==> src/design/vra_pkg.sv <==
`default_nettype none
package vra_pkg;

    // Request opcodes
    localparam logic OP_ALLOC = 1'b0;
    localparam logic OP_FREE  = 1'b1;

    // Result status codes
    localparam logic [1:0] STATUS_OK      = 2'd0;
    localparam logic [1:0] STATUS_NOSPACE = 2'd1;
    localparam logic [1:0] STATUS_INVALID = 2'd2;

    // Pair requests get the odd-start skip
    localparam int unsigned PAIR_LEN = 2;

    // One pool entry as held in the voice table
    typedef struct packed {
        logic       in_use;
        logic [3:0] kind_flags;
    } t_voice_entry;

    typedef enum logic [2:0] {
        ST_CLEAR,
        ST_IDLE,
        ST_CAND,
        ST_CHECK,
        ST_WRITE,
        ST_RESULT
    } t_state;

endpackage
`default_nettype wire

==> src/design/voice_run_allocator.sv <==
`default_nettype none
// Channel | Handshake               | Fields
// --------+-------------------------+----------------------------------------------------
// request | i_in_valid, o_in_ready  | i_opcode, i_voice_kind, i_run_length, i_voice_index
// result  | o_out_valid, i_out_ready| o_status, o_run_base
//
// One request at a time. A free or a rejected count goes straight to the result state; an
// allocation walks the voice table one entry per cycle, passing through the candidate state
// for each candidate start and each odd pair skip, then writes one entry per cycle for the
// run. The voice table has a single read port.
// After reset a clearing pass zeroes every table entry before o_in_ready rises.
// A result waiting in the output register does not block the next request; a finished
// request holds in the result state until the output register is free.
module voice_run_allocator
    import vra_pkg::*;
#(
    parameter int VOICE_COUNT = 64
) (
    input  wire logic       i_clk,
    input  wire logic       i_rst_n,
    input  wire logic       i_in_valid,
    output logic            o_in_ready,
    input  wire logic       i_opcode,
    input  wire logic [1:0] i_voice_kind,
    input  wire logic [6:0] i_run_length,
    input  wire logic [5:0] i_voice_index,
    output logic            o_out_valid,
    input  wire logic       i_out_ready,
    output logic [1:0]      o_status,
    output logic [5:0]      o_run_base
);

    localparam int PW = $clog2(VOICE_COUNT);
    localparam int LW = PW + 1;
    localparam logic [LW-1:0] N_L  = LW'(VOICE_COUNT);
    localparam logic [8:0]    N_9  = 9'(VOICE_COUNT);
    localparam logic [LW-1:0] PAIR = LW'(PAIR_LEN);

    t_state         r_state, n_state;
    logic [PW-1:0]  r_pos, n_pos;
    logic [LW-1:0]  r_off, n_off;
    logic [LW-1:0]  r_prog, n_prog;
    logic [LW-1:0]  r_len, n_len;
    logic [1:0]     r_kind, n_kind;
    logic [PW-1:0]  r_scan_start, n_scan_start;
    logic [1:0]     r_res_status, n_res_status;
    logic [5:0]     r_res_first, n_res_first;
    logic           r_out_valid;
    logic [1:0]     r_o_status;
    logic [5:0]     r_o_first;
    logic           out_load;

    logic           wr_en;
    logic [PW-1:0]  wr_addr;
    t_voice_entry   wr_data;
    logic [PW-1:0]  rd_addr;
    t_voice_entry   rd_data;

    logic           in_acc;
    logic [LW-1:0]  cur_voice, next_voice, next_cand, pair_cand;

    // Sum below twice the pool size folded back into the pool
    function automatic logic [LW-1:0] f_wrap(input logic [LW-1:0] s);
        return (s >= N_L) ? (s - N_L) : s;
    endfunction

    vra_ram #(
        .DEPTH (VOICE_COUNT),
        .AW    (PW)
    ) u_ram (
        .i_clk     (i_clk),
        .i_wr_en   (wr_en),
        .i_wr_addr (wr_addr),
        .i_wr_data (wr_data),
        .i_rd_addr (rd_addr),
        .o_rd_data (rd_data)
    );

    assign o_in_ready    = (r_state == ST_IDLE);
    assign in_acc        = i_in_valid && o_in_ready;
    assign o_out_valid   = r_out_valid;
    assign o_status      = r_o_status;
    assign o_run_base    = r_o_first;

    // Voice addresses around the current candidate
    assign cur_voice  = f_wrap({1'b0, r_pos} + r_off);
    assign next_voice = f_wrap({1'b0, r_pos} + r_off + LW'(1));
    assign next_cand  = f_wrap({1'b0, r_pos} + r_len);
    // Odd pair start: bump to even, then the usual step as well
    assign pair_cand  = f_wrap({1'b0, r_pos} + PAIR + LW'(1));

    // State register and control
    always_ff @(posedge i_clk) begin
        if (!i_rst_n) begin
            r_state      <= ST_CLEAR;
            r_off        <= '0;
            r_scan_start <= '0;
            r_out_valid  <= 1'b0;
        end else begin
            r_state      <= n_state;
            r_off        <= n_off;
            r_scan_start <= n_scan_start;
            if (out_load) begin
                r_out_valid <= 1'b1;
            end else if (i_out_ready) begin
                r_out_valid <= 1'b0;
            end
        end
    end

    // Datapath registers
    always_ff @(posedge i_clk) begin
        r_pos        <= n_pos;
        r_prog       <= n_prog;
        r_len        <= n_len;
        r_kind       <= n_kind;
        r_res_status <= n_res_status;
        r_res_first  <= n_res_first;
        if (out_load) begin
            r_o_status <= r_res_status;
            r_o_first  <= r_res_first;
        end
    end

    // Next state, table accesses
    always_comb begin
        n_state      = r_state;
        n_pos        = r_pos;
        n_off        = r_off;
        n_prog       = r_prog;
        n_len        = r_len;
        n_kind       = r_kind;
        n_scan_start = r_scan_start;
        n_res_status = r_res_status;
        n_res_first  = r_res_first;
        out_load     = 1'b0;
        wr_en        = 1'b0;
        wr_addr      = cur_voice[PW-1:0];
        wr_data      = '0;
        rd_addr      = r_pos;

        case (r_state)
            ST_CLEAR: begin
                wr_en   = 1'b1;
                wr_addr = r_off[PW-1:0];
                if (r_off == N_L - LW'(1)) begin
                    n_off   = '0;
                    n_state = ST_IDLE;
                end else begin
                    n_off = r_off + LW'(1);
                end
            end

            ST_IDLE: begin
                if (in_acc) begin
                    n_res_first = '0;
                    n_state     = ST_RESULT;
                    if (i_opcode == OP_FREE) begin
                        if ({3'b000, i_voice_index} < N_9) begin
                            wr_en        = 1'b1;
                            wr_addr      = PW'(i_voice_index);
                            n_res_status = STATUS_OK;
                        end else begin
                            n_res_status = STATUS_INVALID;
                        end
                    end else if (i_run_length == 7'd0 || {2'b00, i_run_length} > N_9) begin
                        n_res_status = STATUS_INVALID;
                    end else begin
                        n_len   = LW'(i_run_length);
                        n_kind  = i_voice_kind;
                        n_pos   = r_scan_start;
                        n_prog  = '0;
                        n_off   = '0;
                        n_state = ST_CAND;
                    end
                end
            end

            // New candidate start: limit, pair skip, or first read
            ST_CAND: begin
                if (r_prog >= N_L) begin
                    n_res_status = STATUS_NOSPACE;
                    n_state      = ST_RESULT;
                end else if (r_len == PAIR && r_pos[0]) begin
                    n_pos  = pair_cand[PW-1:0];
                    n_prog = r_prog + PAIR;
                end else begin
                    rd_addr = r_pos;
                    n_off   = '0;
                    n_state = ST_CHECK;
                end
            end

            // Test one voice of the candidate run per cycle
            ST_CHECK: begin
                if (rd_data.in_use) begin
                    n_pos   = next_cand[PW-1:0];
                    n_prog  = r_prog + r_len;
                    n_off   = '0;
                    n_state = ST_CAND;
                end else if (r_off + LW'(1) == r_len) begin
                    n_off   = '0;
                    n_state = ST_WRITE;
                end else begin
                    n_off   = r_off + LW'(1);
                    rd_addr = next_voice[PW-1:0];
                end
            end

            // Mark the run, one voice per cycle
            ST_WRITE: begin
                wr_en              = 1'b1;
                wr_addr            = cur_voice[PW-1:0];
                wr_data.in_use     = 1'b1;
                wr_data.kind_flags = 4'b0001 << r_kind;
                if (r_off + LW'(1) == r_len) begin
                    n_off        = '0;
                    n_res_status = STATUS_OK;
                    n_res_first  = 6'(r_pos);
                    n_scan_start = next_cand[PW-1:0];
                    n_state      = ST_RESULT;
                end else begin
                    n_off = r_off + LW'(1);
                end
            end

            ST_RESULT: begin
                if (!r_out_valid || i_out_ready) begin
                    out_load = 1'b1;
                    n_state  = ST_IDLE;
                end
            end

            default: begin
                n_state = ST_IDLE;
            end
        endcase
    end

endmodule
`default_nettype wire

==> src/design/vra_ram.sv <==
`default_nettype none
module vra_ram
    import vra_pkg::*;
#(
    parameter int DEPTH = 64,
    parameter int AW    = 6
) (
    input  wire logic         i_clk,
    input  wire logic         i_wr_en,
    input  wire logic [AW-1:0] i_wr_addr,
    input  wire t_voice_entry i_wr_data,
    input  wire logic [AW-1:0] i_rd_addr,
    output t_voice_entry      o_rd_data
);

    t_voice_entry r_mem [DEPTH];

    // Single write port
    always_ff @(posedge i_clk) begin
        if (i_wr_en) begin
            r_mem[i_wr_addr] <= i_wr_data;
        end
    end

    // Registered read
    always_ff @(posedge i_clk) begin
        o_rd_data <= r_mem[i_rd_addr];
    end

endmodule
`default_nettype wire
==> config.mk <==
export PLATFORM = sky130hd
export DESIGN_NAME = voice_run_allocator
export DESIGN_NICKNAME = d
export VERILOG_FILES = /design/src/design/vra_pkg.sv /design/src/design/voice_run_allocator.sv /design/src/design/vra_ram.sv
export SDC_FILE = /design/constraint.sdc
export NUM_CORES = 1
export LEC_CHECK = 0
export CAP_MARGIN = 25
export CORE_AREA = 2 2 179 181
export CTS_CLUSTER_DIAMETER = 100
export DETAILED_ROUTE_END_ITERATION = 7
export DIE_AREA = 0 0 181 183
export DONT_BUFFER_PORTS = 1
export HOLD_SLACK_MARGIN = 0.05
export PLACE_DENSITY = 0.7
export SYNTH_ARGS = -nofsm -noshare
export SYNTH_HDL_FRONTEND = slang
export SYNTH_HIERARCHICAL = 1
export SYNTH_SLANG_ARGS = --single-unit
==> constraint.sdc <==
create_clock -name i_clk -period 6.15 [get_ports i_clk]
set_input_delay 0.3075 -clock i_clk [delete_from_list [all_inputs] [get_ports i_clk]]
set_output_delay 0.3075 -clock i_clk [all_outputs]
set_load 0.01 [all_outputs]
-- After elaboration in Yosys (flattened, before gate mapping)
Memory sizes are Yosys's and may differ from the RTL's. A register that Yosys moved wholly into a read port is not among the register bits.
Cells that the tools add are included.
- flip-flop bits (word level): 55
- bits in latches: 0
- memory bits (writable): 320
- memory bits (read-only): 0
- output and inout bits: 10
- logic and storage cells: 136
- memories kept: 1
- memory list (name ; depth ; width ; read ports ; clocked after memory_dff ; wr ports ; RTL line ; text):
    u_ram.r_mem ; 64 ; 5 ; 1 ; 1 ; 1 ; vra_ram.sv:16 ; t_voice_entry r_mem [DEPTH];
- add/sub/neg operators: 12
- $mul: 0
- div/mod/pow operators: 0
- magnitude comparators: 6
- eq/ne operators: 22
- shifts and indexed selects: 1
- multiplexer cells: 60
- bitwise gates (word level): 2
- reductions and logical operators: 20
- operators with widths (operator ; number):
    two-way mux 6 bit ; 17
    two-way mux 7 bit ; 11
    greater-or-equal comparator 7 bit, second input constant ; 5
    case mux 7 bit (5 select lines) ; 1
    two-way mux 3 bit ; 10
    case mux 6 bit (2 select lines) ; 2
    subtractor 6 x 1 -> 6 bit, second input constant ; 4
    adder 7 x 1 -> 7 bit, second input constant ; 3
    case mux 7 bit (3 select lines) ; 1
    != test 2 bit, second input constant ; 9
    case mux 3 bit (6 select lines) ; 1
    case mux 6 bit (3 select lines) ; 1
    adder 6 x 7 -> 7 bit ; 2
    AND reduction 6 bit ; 2
    two-way mux 2 bit ; 5
    two-way mux 1 bit ; 8
    adder 6 x 2 -> 7 bit, second input constant ; 1
    adder 7 x 2 -> 7 bit, second input constant ; 1
    adder 7 bit ; 1
    equality test 7 x 2 -> 1 bit, second input constant ; 1
    equality test 7 x 6 -> 1 bit, second input constant ; 1
    equality test 7 bit ; 1
    greater-than comparator 7 bit, second input constant ; 1
    zero test 7 bit ; 1
    25 further kinds ; 33

-- Depth between registers and ports, before layout
- word-level depth: 7
- mapped depth: 14
- depth with buffers taken out: 12

-- By module
Netlist, hierarchy kept.
- by module, submodules not included (module ; times used ; cells an instance ; area an instance (sq um)):
    vra_ram ; 1 ; 638 ; 13066.3
    voice_run_allocator ; 1 ; 420 ; 3875.0

-- Worst setup path before layout
OpenSTA, ideal clock, no wires.
- kind: register to register
- start point: register r_state[2]
- end point: memory u_ram/r_mem[0][0] (netlist bit) (data pin)
- arrival time: 4205 ps
- required time: 5434 ps
- slack: 1229 ps
- cell stages (with the launch flop): 6
- period minus slack after synthesis: 4921 ps
- cells stage by stage: dfxtp_1 buf_2 clkinv_1 nor3_1 buf_2 nor3b_1
- RTL lines (what ; RTL line ; text):
    from (decl) ; voice_run_allocator.sv:39 ; t_state r_state, n_state;
    from (signal assigned) ; voice_run_allocator.sv:100 ; r_state <= n_state;
    to (decl) ; vra_ram.sv:16 ;

-- Final worst setup path
- start point: register r_off[0]
- end point: register u_ram/o_rd_data[4] (netlist name)
- cells in the longest elaborated chain, start to end: 7
- elaborated cells between the ends (all ways): 10
- classes of those cells: add/sub (4); order compare (1); eq/ne (1); mux (4)
- ends and longest elaborated chain (what ; RTL line ; text):
    from (decl) ; voice_run_allocator.sv:41 ; logic [LW-1:0] r_off, n_off;
    from (signal assigned) ; voice_run_allocator.sv:101 ; r_off <= n_off;
    adder 6 x 7 -> 7 bit ; voice_run_allocator.sv:87 ; assign next_voice = f_wrap({1'b0, r_pos} + r_off + LW'(1));
    adder 7 x 1 -> 7 bit ; voice_run_allocator.sv:87 ;
    subtractor 6 x 1 -> 6 bit or greater-or-equal comparator 7 bit (tied branches) ; voice_run_allocator.sv:64 ; return (s >= N_L) ? (s - N_L) : s;
    two-way mux 6 bit ; voice_run_allocator.sv:64 ;
    two-way mux 6 bit (*) ; voice_run_allocator.sv:201 ; end else if (r_off + LW'(1) == r_len) begin
    two-way mux 6 bit (*) ; voice_run_allocator.sv:196 ; if (rd_data.in_use) begin
    two-way mux 6 bit (*) ; n/a ;
    named net rd_addr[0] ; voice_run_allocator.sv:56 ; logic [PW-1:0] rd_addr;
The timed path passes the listed nets; every way through them passes the cells marked *.
A chain may end at the register's enable or synchronous reset.

==> flow_metrics.py <==
metrics = {
    "logic_synthesis": {
        "syn_nets": 698,
        "syn_area_per_cell_um2": 10.8,
        "netlist_instances": 655,
        "synth_area_um2": 7070,
        "yosys_warnings": 6,
    },
    "die": {
        "ios": 30,
        "dieArea_um2": 33100,
        "initial_core_util_pct": 22.6,
        "core_um2": 31200,
        "rows": 65,
        "die_w_um": 181,
        "die_h_um": 183,
    },
    "timing": {
        "maxSlewViolCount": 0,
        "fmax_ghz": 0.218,
        "setup_ws_ps": 1560,
        "finalCritPeriodShare_pct": 74.7,
        "clock_skew_ps": 11.4,
        "hold_violations": 0,
        "maxSlewHeadroom_pct": 33.0,
        "setup_viol": 0,
        "fin_crit_ps": 4590,
        "tns_ps": 0,
        "worst_pin_slew_ps": 995,
        "rsz0062_at_grt": "false",
    },
    "critical_path": {
        "rr_endpoint": "u_ram/o_rd_data[4]",
        "cp_common_cell": "and3_1",
        "r2r_cells": 12,
        "startpoint_type": "flop",
        "cp-end-kind": "flop",
        "crit_slowest_cell": "mux2i_2",
        "critical_path.cell_chain": "ha_1 -> and3_1 -> and3_1 -> xnor2_1 -> nand3_1 -> nor3b_2 -> mux2i_2 -> buf_4 -> mux4_1 -> o22ai_1 -> o21ai_1 -> a22o_1",
        "cp-endpoint": "u_ram/o_rd_data[4]",
        "cpPeakStageDelay_ps": 890,
        "worstReg2RegStart": "r_off[0]",
        "critPathLaunch": "r_off[0]",
        "critPathMaxFanout": 11,
        "crit_type": "flop to flop",
        "cp_data_required_time_ps": 6460,
        "worst_ep_arrival_time_ps": 4900,
        "reg2reg_slack_ps": 1560,
    },
    "power_and_ir_drop": {
        "power_density_nw_per_um2": 354,
        "leakage_nw": 2.71,
        "ir_drop_mv": 0.128,
    },
    "global_routing": {
        "grt_pass1_wl_um": 26200,
        "grt_pass1_vias": 4960,
        "grt_use_total_pct": 10.1,
        "gr-total-overflow": 0,
        "grt_max_degree": 65,
        "antenna_found_initial": 0,
    },
    "placed_design": {
        "place_ws_ps": 1560,
        "finalWeightedCongestion": 0.822,
        "place_hpwl_um": 11200,
        "io_buffers": 0,
    },
    "drt": {
        "first_pass_iters": 5,
        "vias_per_cell": 4.85,
        "routed_wl_um": 16300,
        "drc": 0,
        "num_vias": 5064,
        "ant_nets": 0,
        "drt-initial-drc-count": 510,
        "routedWlPerCell_um": 15.6,
    },
    "cells_and_area": {
        "fin_nets": 672,
        "drive_above_1_share_pct": 10.7,
        "antennaDiodeCount": 0,
        "utilization_pct": 25.2,
        "area_growth_pct": 11.2,
        "nFillCells": 3305,
    },
    "clock_network": {
        "clock_latency_ps": 420,
        "cts_setup_buffers": 0,
        "tritoncts": "yes",
        "cts_buffers": 17,
        "cts-root-buf": "clkbuf_16",
        "cts_buffer_depth": 2,
        "path_clk_slew_ps": 60,
        "clock_sinks": 118,
        "h-tree-depth": 4,
    },
    "hold_path": {
        "whs_path_depth": 2,
        "hold_class": "primary input to flop",
    },
    "outcome": {
        "status": "complete, no violations",
    },
    "job": {
        "drv_cap": 0,
    },
}
[cell usage in the layout, fill, tap and decap left out, types with 7 or more instances in the layout]
| cell | instances |
|---|---|
| xnor2_1 | 18 |
| nand2_1 | 40 |
| nor2b_1 | 11 |
| nor2_1 | 97 |
| xor2_1 | 12 |
| clkbuf_16 | 17 |
| inv_1 | 17 |
| o22ai_1 | 7 |
| and3_1 | 9 |
| nand3_1 | 19 |
| o21ai_0 | 24 |
| ha_1 | 20 |
| nor3_1 | 18 |
| a21o_1 | 9 |
| a22oi_1 | 8 |
| mux2i_1 | 14 |
| a21oi_1 | 29 |
| dfxtp_1 | 18 |
| mux4_2 | 11 |
| edfxtp_1 | 100 |
| dlygate4sd3_1 | 8 |
[sequential cells by signal, summed over array words and instances, names as in the netlist]
register         flops
o_status             2
r_scan_start         6
r_len                7
u_ram/o_rd_data      1
u_ram/r_mem         64
o_run_base           6
o_out_valid          1
r_res_status         2
r_state              3
r_off                7
r_res_first          6
r_prog               7
r_pos                6
[metal layers]
layer	routed length [µm]	share of wire, %	GRT usage (%)
met4	545	3.3	5.76
met5	0	0	0
met2	7740	47	16.5
met3	1050	6.4	2.07
met1	6980	43	12.4
[critical path, delay by kind of cell, from the launching register on]
family | cells | cell delay (ps)
AO/OA/AOI/OAI | 3 | 530
XOR/XNOR | 1 | 140
flip-flops | 1 | 490
AND/OR/NAND/NOR | 4 | 1200
multiplexers | 2 | 1470
buffers and inverters | 1 | 320
adder cells (fa/ha/maj) | 1 | 330
[final cells by class]
cell class	instances	area (µm²)	share of cell area, %
timing repair buffer	14	129	1.64
multi-input combinational	460	3190	40.6
clock inverter	14	175	2.23
tap	402	503	6.40
sequential	118	3360	42.8
inverter	18	67.6	0.860
clock buffer	18	429	5.46
[what timing repair did]
action / CTS / global route
hold buffers: 8 / 0
resized for setup: 0 / 0
endpoints found under the hold margin: 12 / 0
[per-stage QoR]
step,power [W],cells,cell area (µm²),hold WS (ps)
final,0.00278,1044,7860,69.2
after global routing,0.00292,1044,7860,64.7
after CTS,0.00279,1043,7850,57.3
after detailed placement,0.00176,1003,7160,405
after global placement,0.00174,1002,7150,405
after floorplan,0.00160,655,7070,400
[worst min path at each step]
stage | startpoint | endpoint | slack, ps
finish | i_rst_n | r_off[6] | 70
global route | i_opcode | r_res_status[1] | 60
CTS | i_rst_n | r_off[6] | 60
detailed placement | r_res_first[2] | o_run_base[2] | 400
global placement | r_res_status[1] | o_status[1] | 410
floorplan | r_res_first[0] | o_run_base[0] | 400
[where the power goes]
part	internal [W]	switching (W)	total, W	leakage [nW]
registers	0.000928	0.0000595	0.000988	1.09
clock network	0.000642	0.000381	0.00102	0.293
logic	0.000259	0.000515	0.000774	1.33
total	0.00183	0.000955	0.00278	2.71
No activity file was read; power rests on OpenSTA's default activity.
